File: config.mk
export PLATFORM = sky130hd
export DESIGN_NAME = video_regs_raster_irq_unit
export DESIGN_NICKNAME = d
export VERILOG_FILES = /design/src/hw/rtl/vrri_pkg.sv /design/src/hw/rtl/video_regs_raster_irq_unit.sv
export SDC_FILE = /design/constraint.sdc
export NUM_CORES = 1
export LEC_CHECK = 0
export ABC_AREA = 1
export BUFFER_PORTS_ARGS = -buffer_cell sky130_fd_sc_hd__clkbuf_2
export CORE_MARGIN = 8
export CORE_UTILIZATION = 45
export DETAILED_ROUTE_END_ITERATION = 12
export GPL_TIMING_DRIVEN = 0
export HOLD_SLACK_MARGIN = 0.03
export SYNTH_ARGS = -nofsm -noshare
export SYNTH_HDL_FRONTEND = slang
export SYNTH_SLANG_ARGS = --single-unit
File: constraint.sdc
create_clock -name clk -period 2.97 [get_ports clk]
set_input_delay 0.1485 -clock clk [delete_from_list [all_inputs] [get_ports clk]]
set_output_delay 0.1485 -clock clk [all_outputs]
set_load 0.02 [all_outputs]
File: src/hw/rtl/vrri_pkg.sv
`default_nettype none
// ----------------------------------------------------------------------------
// vrri_pkg
// Shared types and constants for the video register file with raster IRQ.
// ----------------------------------------------------------------------------
package vrri_pkg;

  // Command codes carried by one input transfer
  typedef enum logic [1:0] {
    CMD_READ  = 2'd0,
    CMD_WRITE = 2'd1,
    CMD_TICK  = 2'd2
  } cmd_t;

  localparam int unsigned NUM_REGS        = 47;
  localparam int unsigned LINES_PER_FRAME = 312;

  localparam logic [8:0] COMPARE_ALIAS = 9'd511;

  // Register addresses with special behavior
  localparam logic [5:0] ADDR_CTRL1    = 6'h11;
  localparam logic [5:0] ADDR_RASTER   = 6'h12;
  localparam logic [5:0] ADDR_CTRL2    = 6'h16;
  localparam logic [5:0] ADDR_MEMPTR   = 6'h18;
  localparam logic [5:0] ADDR_IRQ_STAT = 6'h19;
  localparam logic [5:0] ADDR_IRQ_EN   = 6'h1A;
  localparam logic [5:0] ADDR_COLOR0   = 6'h20;
  localparam logic [5:0] LAST_REG      = 6'h2E;

  // Unused-bit fill patterns on readback
  localparam logic [7:0] FILL_CTRL2  = 8'hC0;
  localparam logic [7:0] FILL_MEMPTR = 8'h01;
  localparam logic [7:0] FILL_NIBBLE = 8'hF0;

endpackage : vrri_pkg
`default_nettype wire

File: src/hw/rtl/video_regs_raster_irq_unit.sv
`default_nettype none
// ----------------------------------------------------------------------------
// video_regs_raster_irq_unit
// Video register file (47 bytes) with raster line counter and compare IRQ.
// ----------------------------------------------------------------------------
//
//  Channel  | Ports                                | Dir | Transfer when
//  ---------+--------------------------------------+-----+------------------
//  input    | in_valid/in_ready, in_cmd,           | in  | in_valid & in_ready
//           | in_reg_addr, in_wr_data              |     |
//  result   | out_valid/out_ready, out_rd_data,    | out | out_valid & out_ready
//           | out_irq                              |     |
//
//  One transfer in per clock while in_ready is high, one result per command.
//  Stage 1: state update at the input edge plus the registered register-file
//  read; stage 2: readback formatting into the output register.
//  Reset (rst_n low, synchronous) clears the counter, compare, status, the
//  register valid bits and both pipeline stages; no clearing pass is needed.
//  A stalled output holds its result; the middle stage still takes one more
//  transfer, so in_ready only drops when both stages are full.
//
`default_nettype none
module video_regs_raster_irq_unit #(
  parameter int unsigned LINES_PER_FRAME = vrri_pkg::LINES_PER_FRAME
) (
  input  wire logic       clk,
  input  wire logic       rst_n,

  input  wire logic       in_valid,
  output      logic       in_ready,
  input  wire logic [1:0] in_cmd,
  input  wire logic [5:0] in_reg_addr,
  input  wire logic [7:0] in_wr_data,

  output      logic       out_valid,
  input  wire logic       out_ready,
  output      logic [7:0] out_rd_data,
  output      logic       out_irq
);

  // --------------------------------------------------------------------------
  // Handshake and pipeline control
  // --------------------------------------------------------------------------
  logic in_fire;
  logic out_load;

  logic s1_vld_r, s1_vld_nxt;
  logic out_valid_r, out_valid_nxt;

  assign out_load = s1_vld_r & (~out_valid_r | out_ready);
  assign in_ready = ~s1_vld_r | out_load;
  assign in_fire  = in_valid & in_ready;

  assign s1_vld_nxt    = in_fire | (s1_vld_r & ~out_load);
  assign out_valid_nxt = out_load | (out_valid_r & ~out_ready);

  always_ff @(posedge clk) begin
    if (!rst_n) begin
      s1_vld_r    <= 1'b0;
      out_valid_r <= 1'b0;
    end else begin
      s1_vld_r    <= s1_vld_nxt;
      out_valid_r <= out_valid_nxt;
    end
  end

  // --------------------------------------------------------------------------
  // Command decode
  // --------------------------------------------------------------------------
  logic is_read, is_write, is_tick;
  logic addr_ok;

  always_comb begin
    is_read  = 1'b0;
    is_write = 1'b0;
    is_tick  = 1'b0;
    unique case (in_cmd)
      vrri_pkg::CMD_READ:  is_read  = 1'b1;
      vrri_pkg::CMD_WRITE: is_write = 1'b1;
      vrri_pkg::CMD_TICK:  is_tick  = 1'b1;
      default: ;   // unused code: no state change
    endcase
  end

  // Addresses above the last register are dead: writes dropped, reads zero
  assign addr_ok = (in_reg_addr <= vrri_pkg::LAST_REG);

  // --------------------------------------------------------------------------
  // Architectural state
  // --------------------------------------------------------------------------
  logic [8:0] line_r,  line_nxt;
  logic [8:0] cmp_r,   cmp_nxt;
  logic [3:0] en_r,    en_nxt;     // IRQ enable, only the low nibble exists
  logic [3:0] stat_r,  stat_nxt;   // IRQ status low nibble; bit 7 = |nibble

  logic [9:0] line_inc;
  logic [8:0] line_tick;
  logic       raster_hit;
  logic       wr_ok;

  assign wr_ok    = in_fire & is_write & addr_ok;
  assign line_inc = {1'b0, line_r} + 10'd1;
  // Wrap at the frame length; also catches a line parked past the end
  assign line_tick = (line_inc >= 10'(LINES_PER_FRAME)) ? 9'd0 : line_inc[8:0];
  // A compare value of 511 also fires on line 0
  assign raster_hit = (line_tick == cmp_r) ||
                      ((cmp_r == vrri_pkg::COMPARE_ALIAS) && (line_tick == 9'd0));

  always_comb begin
    line_nxt = line_r;
    cmp_nxt  = cmp_r;
    en_nxt   = en_r;
    stat_nxt = stat_r;
    if (in_fire && is_tick) begin
      line_nxt = line_tick;
      stat_nxt = {stat_r[3:1], raster_hit} & en_r;
    end
    if (wr_ok) begin
      unique case (in_reg_addr)
        vrri_pkg::ADDR_CTRL1:    cmp_nxt  = {in_wr_data[7], cmp_r[7:0]};
        vrri_pkg::ADDR_RASTER:   cmp_nxt  = {cmp_r[8], in_wr_data};
        // Write-one-to-keep: only bits written as 1 survive
        vrri_pkg::ADDR_IRQ_STAT: stat_nxt = stat_r & in_wr_data[3:0] & en_r;
        // Enable change takes effect on status at the next tick or status write
        vrri_pkg::ADDR_IRQ_EN:   en_nxt   = in_wr_data[3:0];
        default: ;
      endcase
    end
  end

  always_ff @(posedge clk) begin
    if (!rst_n) begin
      line_r <= '0;
      cmp_r  <= '0;
      en_r   <= '0;
      stat_r <= '0;
    end else begin
      line_r <= line_nxt;
      cmp_r  <= cmp_nxt;
      en_r   <= en_nxt;
      stat_r <= stat_nxt;
    end
  end

  // --------------------------------------------------------------------------
  // Register file: one write port, one registered read port.
  // Per-entry valid bits give the all-zero reset value.
  // --------------------------------------------------------------------------
  logic [7:0]                   mem [vrri_pkg::NUM_REGS];
  logic [vrri_pkg::NUM_REGS-1:0] mem_vld_r;
  logic [7:0]                   mem_wdata;

  assign mem_wdata = (in_reg_addr == vrri_pkg::ADDR_IRQ_EN) ?
                     {4'h0, in_wr_data[3:0]} : in_wr_data;

  always_ff @(posedge clk) begin
    if (wr_ok) begin
      mem[in_reg_addr] <= mem_wdata;
    end
  end

  always_ff @(posedge clk) begin
    if (!rst_n) begin
      mem_vld_r <= '0;
    end else if (wr_ok) begin
      mem_vld_r[in_reg_addr] <= 1'b1;
    end
  end

  // --------------------------------------------------------------------------
  // Stage 1: registered read plus snapshot of what the readback needs
  // --------------------------------------------------------------------------
  logic [7:0] s1_mem_r;
  logic       s1_mem_vld_r;
  logic       s1_rd_r;
  logic [5:0] s1_addr_r;
  logic [8:0] s1_line_r;
  logic [3:0] s1_stat_r;
  logic       s1_irq_r;

  always_ff @(posedge clk) begin
    if (in_fire) begin
      s1_rd_r   <= is_read & addr_ok;
      s1_addr_r <= in_reg_addr;
      s1_line_r <= line_r;
      s1_stat_r <= stat_r;
      s1_irq_r  <= |stat_nxt;   // level after this command
      if (addr_ok) begin
        s1_mem_r     <= mem[in_reg_addr];
        s1_mem_vld_r <= mem_vld_r[in_reg_addr];
      end else begin
        s1_mem_vld_r <= 1'b0;
      end
    end
  end

  // --------------------------------------------------------------------------
  // Stage 2: readback formatting into the output register
  // --------------------------------------------------------------------------
  logic [7:0] rd_raw;
  logic [7:0] rd_fmt;
  logic [7:0] out_rd_data_r;
  logic       out_irq_r;

  assign rd_raw = s1_mem_vld_r ? s1_mem_r : 8'h00;

  always_comb begin
    rd_fmt = 8'h00;
    if (s1_rd_r) begin
      unique case (s1_addr_r) inside
        vrri_pkg::ADDR_CTRL1:    rd_fmt = {s1_line_r[8], rd_raw[6:0]};
        vrri_pkg::ADDR_RASTER:   rd_fmt = s1_line_r[7:0];
        vrri_pkg::ADDR_CTRL2:    rd_fmt = rd_raw | vrri_pkg::FILL_CTRL2;
        vrri_pkg::ADDR_MEMPTR:   rd_fmt = rd_raw | vrri_pkg::FILL_MEMPTR;
        vrri_pkg::ADDR_IRQ_STAT: rd_fmt = {|s1_stat_r, 3'b111, s1_stat_r};
        vrri_pkg::ADDR_IRQ_EN,
        [vrri_pkg::ADDR_COLOR0:vrri_pkg::LAST_REG]:
                                 rd_fmt = rd_raw | vrri_pkg::FILL_NIBBLE;
        default:                 rd_fmt = rd_raw;
      endcase
    end
  end

  always_ff @(posedge clk) begin
    if (out_load) begin
      out_rd_data_r <= rd_fmt;
      out_irq_r     <= s1_irq_r;
    end
  end

  assign out_valid   = out_valid_r;
  assign out_rd_data = out_rd_data_r;
  assign out_irq     = out_irq_r;

  // --------------------------------------------------------------------------
  // Assertions
  // --------------------------------------------------------------------------
`ifndef SYNTH
  a_stall_only_when_full : assert property (@(posedge clk) disable iff (!rst_n)
    !in_ready |-> (s1_vld_r && out_valid_r && !out_ready))
    else $error("input stalled with a free pipeline slot");

  a_line_in_frame : assert property (@(posedge clk) disable iff (!rst_n)
    (in_fire && is_tick) |=> ({1'b0, line_r} < 10'(LINES_PER_FRAME)))
    else $error("raster line past frame end after a tick");

  a_status_masked : assert property (@(posedge clk) disable iff (!rst_n)
    (in_fire && is_tick) |=> ((stat_r & ~en_r) == 4'h0))
    else $error("IRQ status holds a disabled source after a tick");

  a_cmp_low_write : assert property (@(posedge clk) disable iff (!rst_n)
    (wr_ok && (in_reg_addr == vrri_pkg::ADDR_RASTER)) |=>
      (cmp_r[7:0] == $past(in_wr_data)))
    else $error("compare low byte not taken from the write");
`endif

endmodule : video_regs_raster_irq_unit
`default_nettype wire

==> impl_metrics.ini, run 1 <==
[status]
status = finished, violations left
failed_checks = setup timing

[setup_path]
reg2reg_depth = 7
required_ps = 3240
r2r_start = out_valid
critPathKind = input pin to register
start_kind = input pin
reg2reg_to = mem[4][5]
cp.arrival_ps = 3300
cp_max_fo = 10
setup.worst_path.end_class = register
reg2reg_slack_ps = 200

[floorplan]
dieArea_mm2 = 0.0488
ioPinCount = 31
die_x_um = 221
rows = 75
start_util_pct = 45.3
design.core.area_mm2 = 0.0417
die_h_um = 221

[routing]
wl_per_cell_um = 27.5
vias_per_cell = 6.03
drtPass1Iterations = 6
drt_iter0_drc = 1416
routed-via-count = 12632
final_antenna_net_count = 0
wl_um = 57700
drc = 0

[sta]
post-route-period-util_pct = 102
holdWs_ps = 160
setup_violations = 2
rsz0062_at_grt = yes
setup_tns_ps = -66.6
worst_clock_skew_ps = 18.8
max_slew_margin_pct = 13.3
fmax_mhz = 330
timing.final.ws_setup_ps = -60.1
fin_crit_ps = 3030
final_hold_viol_count = 0
worstMarginPinSlew_ps = 1300
maxSlewViolCount = 0

[yosys]
postSynthAreaPerCell_um2 = 13.3
ys_warn_count = 0
async_flop_share_pct = 0
syn_nets = 1438
ys_seq_area_share_pct = 74.0
synth_cell_type_count = 45
synth_top_area_share_pct = 66.0
yosysTopAreaCell = edfxtp_1
ys_ff_latch = 490
synth_edf_count = 415
netlist_area_mm2 = 0.0189
yosysMostFrequentCell = edfxtp_1
yosys_most_used_dff = edfxtp_1
netlist_instances = 1416
synthTopCellsByArea = edfxtp_1, dfxtp_1, nand2_1
yosys-top-cells-count = edfxtp_1, nand2_1, nor2_1, dfxtp_1, inv_1

[global_route]
grt_max_degree = 51
grt_use_total_pct = 23.1
antenna_found_initial = 0
grt_pass1_wl_um = 83100
overflow = 0
grt_pass1_vias = 12179

[clocking]
clockRootBuffer = clkbuf_16
htreeDepth = 2
cts_tree = done
cts_made_buffers = 51
clkTransAtPathRegs_ps = 60
cts.sinks = 490
cts_buffer_depth = 3
clk_latency_ps = 580

[power]
p_leak_nw = 7.42
vdd_drop_max_uv = 514
p_per_area_mw_per_mm2 = 666

[place]
placed_cells = 1988
dpl.hpwl_um = 36400
portBuffers = 29
gp_congestion = 0.905

[final_layout]
fin_cells = 2096
nNetsFinal = 1538
final_util_pct = 51.9
areaGrowthSynthToFinish_pct = 14.7
drive_gt1_share_pct = 11.8
n_fill_cell = 3532

[hold_path]
min_path_type = input pin to register
worstHoldPathCells = 3
holdPathEnd = en_r[0]
holdCritStartpoint = rst_n

[run]
cap_violations = 0
## worst max path at each step
stage                     slack, ps      endpoint  depth (start not counted)      startpoint
after detailed placement      -1360      cmp_r[8]                          9  in_reg_addr[1]
after CTS                      -160     mem[0][5]                          8  in_reg_addr[1]
after floorplan                 690      s1_irq_r                          9       out_valid
after global placement        -1400      cmp_r[8]                          9  in_reg_addr[1]
after global routing            -20   s1_mem_r[7]                         12  in_reg_addr[2]
final                           -60  s1_mem_vld_r                          9  in_reg_addr[0]
## area by class of cell
class                      count  area (µm²)  area share (%)
buffer                        55         262            1.21
sequential                   490       14000            64.5
antenna                        1        2.50          0.0116
clock inverter                19         146           0.676
inverter                      81         304            1.40
timing repair buffer          48         405            1.87
tap                          539         674            3.12
clock buffer                  74        1430            6.62
multi-input combinational    789        4450            20.6
## timing repair
action,in CTS,in global routing
setup endpoints to repair,107,77
setup buffers,0,0
hold endpoints to repair,14,1
hold buffers,14,1
gates resized for setup,11,16
## flip-flops by register name, summed over array words and instances, names as in the netlist
signal / flops
s1_vld_r: 1
s1_irq_r: 1
out_rd_data: 8
s1_mem_vld_r: 1
out_irq: 1
mem_vld_r: 47
s1_rd_r: 1
out_valid: 1
s1_mem_r: 8
s1_line_r: 9
en_r: 4
s1_stat_r: 4
cmp_r: 9
s1_addr_r: 6
stat_r: 4
mem: 376
line_r: 9
## per-stage QoR
step                      setup slack (ps)  instance area, µm²  power, mW
after global placement               -1400               19700       8.38
after detailed placement             -1360               19800       8.41
after global routing                 -17.2               21600       14.8
after CTS                             -157               21600       14.4
final                                -60.1               21600       14.4
after floorplan                        690               18900       8.04
## power breakdown
group          internal (mW)  switching (mW)
Sequential              7.51          0.0287
Clock                   3.51            2.60
Combinational          0.191           0.566
Total                   11.2            3.19
## critical path, cell delays in order
cell and delay, ps:
clkbuf_2 160, buf_2 290, nand2_1 480, inv_2 300, clkbuf_2 390, a22o_1 300
o41ai_1 750, o2111a_1 300, nand3_1 160
## cells by family (layout without fill, tap and decap cells)
logic type | count (synthesis) | in the layout | share of synthesized area [%]
simple gates | 495 | 495 | 11.7
flops | 490 | 490 | 74.0
compound gates | 292 | 292 | 11.2
buf+inv | 137 | 277 | 2.99
fa+ha+maj | 2 | 2 | 0.133
other cells | 0 | 1 | 0
## cell usage in the layout (no fill, tap or decap), types with 11 or more instances in the layout
master         Yosys  layout
clkbuf_2           1      34
a22o_1            40      40
nand4_1           56      56
nor2_4             0      11
inv_1             68      68
inv_2             13      13
clkbuf_16          0      51
nor2_2             6      11
nand3_1           42      42
o21ai_0           32      32
dfxtp_1           75      75
a22oi_1           49      49
a21oi_1           45      45
a221oi_1          45      45
nand2_1          253     253
nor2_1           106      90
clkbuf_1          30      42
edfxtp_1         415     415
buf_2             18      18
dlygate4sd3_1      0      15
o21a_1            43      43
## per-layer routing
layer,GRT usage [%],share of wire [%],vias to the layer above
li1,-,-,5522
met5,0,0,-
met3,5.17,9.2,116
met4,9.17,3.7,0
met2,36.2,46,639
met1,31.1,41,6355
Power figures use the tool's default switching activity.
==> run 2, diff against run 1 <==
--- a/config.mk
+++ b/config.mk
@@ -10,8 +10,11 @@
 export CORE_MARGIN = 8
 export CORE_UTILIZATION = 45
 export DETAILED_ROUTE_END_ITERATION = 12
+export GPL_ROUTABILITY_DRIVEN = 0
 export GPL_TIMING_DRIVEN = 0
 export HOLD_SLACK_MARGIN = 0.03
+export SLEW_MARGIN = 20
 export SYNTH_ARGS = -nofsm -noshare
 export SYNTH_HDL_FRONTEND = slang
 export SYNTH_SLANG_ARGS = --single-unit
+export TNS_END_PERCENT = 30
==> impl_metrics.ini, run 2 (synthesized netlist as in run 1, its figures left out) <==
[global_route]
use_met3_pct = 4.44
grt_pass1_wl_um = 82400
grt_util_met1_pct = 31.2
use_met2_pct = 36.4
antenna_found_initial = 0
top_usage_layer = met2
grt_max_degree = 51
grt_pass1_vias = 11961
overflow = 0
grt_use_total_pct = 22.8

[final_layout]
final_common_cell = edfxtp_1
fin_cells = 2096
drive_gt1_share_pct = 12.3
regMostFlops = mem
largest_reg_flops = 376
antenna_cells = 0
nNetsFinal = 1539
n_fill_cell = 3540
final_cell_mix = edfxtp_1, nand2_1, nor2_1
fin_area_mm2 = 0.0217
largest_registers = mem (376), mem_vld_r (47)
areaGrowthSynthToFinish_pct = 14.8
final_util_pct = 52.0

[power]
power.switching_mw = 3.19
p_leak_nw = 7.43
clkPwrFrac_pct = 42.4
vdd_drop_max_uv = 434
p_per_area_mw_per_mm2 = 665
p_total_mw = 14.4
pwr-share-comb_pct = 5.2
switching_share_pct = 22.1
seqPwrFrac_pct = 52.4
p_int_mw = 11.2

[place]
placed_cells = 1990
dpl.hpwl_um = 36200
placed_area_mm2 = 0.0199
pre_cts_ws_ps = -1380
portBuffers = 29

[clocking]
clockRootBuffer = clkbuf_16
postCtsSetupRepairBufs = 0
cts_buffer_depth = 3
cts_made_buffers = 49
cts.sinks = 490
clk_latency_ps = 590
htreeDepth = 2
cts_tree = done
clkTransAtPathRegs_ps = 70

[floorplan]
rows = 75
die_h_um = 221
design.core.area_mm2 = 0.0417
start_util_pct = 45.3
ioPinCount = 31
die_x_um = 221
dieArea_mm2 = 0.0488

[setup_path]
reg2reg_slack_ps = 180
path_delay_family = buffers and inverters
worstPathCellList = clkbuf_2 -> inv_2 -> nand2_1 -> inv_2 -> clkbuf_1 -> buf_1 -> a22oi_1 -> nand3_1 -> nand2_1 -> nand4_1
critPathBufInv = 5
crit_cells = 10
slowest_delay_ps = 760
cp_max_fo = 10
setup.worst_path.end_class = register
reg2reg_depth = 7
critPathKind = input pin to register
critPathSlowestCell = buf_1
required_ps = 3390
start_kind = input pin
cp.arrival_ps = 3430

[sta]
worst_clock_skew_ps = 29.0
holdWs_ps = 118
setup_tns_ps = -136
timing.final.ws_setup_ps = -47.7
rsz0062_at_grt = yes
setup_violations = 13
fmax_mhz = 331
post-route-period-util_pct = 102
max_slew_margin_pct = 17.0
maxSlewViolCount = 0
worstMarginPinSlew_ps = 1250
final_hold_viol_count = 0
fin_crit_ps = 3020

[routing]
drc = 0
drt_iter0_drc = 1444
vias_per_cell = 5.99
final_antenna_net_count = 0
wl_um = 56900
routed-via-count = 12560
drtPass1Iterations = 7
wl_per_cell_um = 27.2

[run]
cap_violations = 0

[hold_path]
worstHoldPathCells = 2
min_path_type = input pin to register

[status]
failed_checks = setup timing
status = finished, violations left
run 2: cell types whose count changed in the layout (fill, tap and decap cells not counted), moves of 2 or more:
cell,previous run,this run
clkbuf_2,34,30
clkinv_4,0,2
clkbuf_1,42,38
buf_2,18,20
clkbuf_4,0,7
clkbuf_8,7,5
clkinv_1,7,5
run 2: layout make-up:
class	instances	area (µm²)	area share [%]
clock buffers	73	1430	6.60
flip-flops and latches	490	14000	64.4
plain buffers	56	267	1.23
clock inverters	18	148	0.681
inverters	81	304	1.40
multi-input cells	789	4460	20.6
well taps	539	674	3.11
repair buffers	50	433	2.00
run 2: what timing repair did:
action                                  CTS  global route
hold endpoints to repair                 14             1
endpoints found under the setup margin  106            55
hold buffers                             14             1
gates resized for setup                  17             6
run 2: power by group through the flow:
| stage | Clock (mW) | Combinational [mW] | Sequential (mW) |
|---|---|---|---|
| 6_report | 6.11 | 0.753 | 7.54 |
| 5_1_grt | 6.40 | 0.790 | 7.54 |
| 2_1_floorplan | 0 | 0.348 | 7.69 |
| 4_1_cts | 6.16 | 0.738 | 7.54 |
| 3_3_place_gp | 0 | 0.681 | 7.69 |
| 3_5_place_dp | 0 | 0.718 | 7.69 |
run 2: layer usage:
metal | wire, µm | share of wire (%)
met1 | 23600 | 41
met2 | 26700 | 47
met3 | 4980 | 8.7
met4 | 1670 | 2.9
met5 | 0 | 0
run 2: worst paths after layout:
| kind | from | end |
|---|---|---|
| setup reg to reg | out_valid | mem[4][0] |
| hold / removal | rst_n | mem_vld_r[46] |
| setup / recovery | in_reg_addr[0] | s1_mem_r[6] |
| hold reg to reg | s1_irq_r | out_irq |
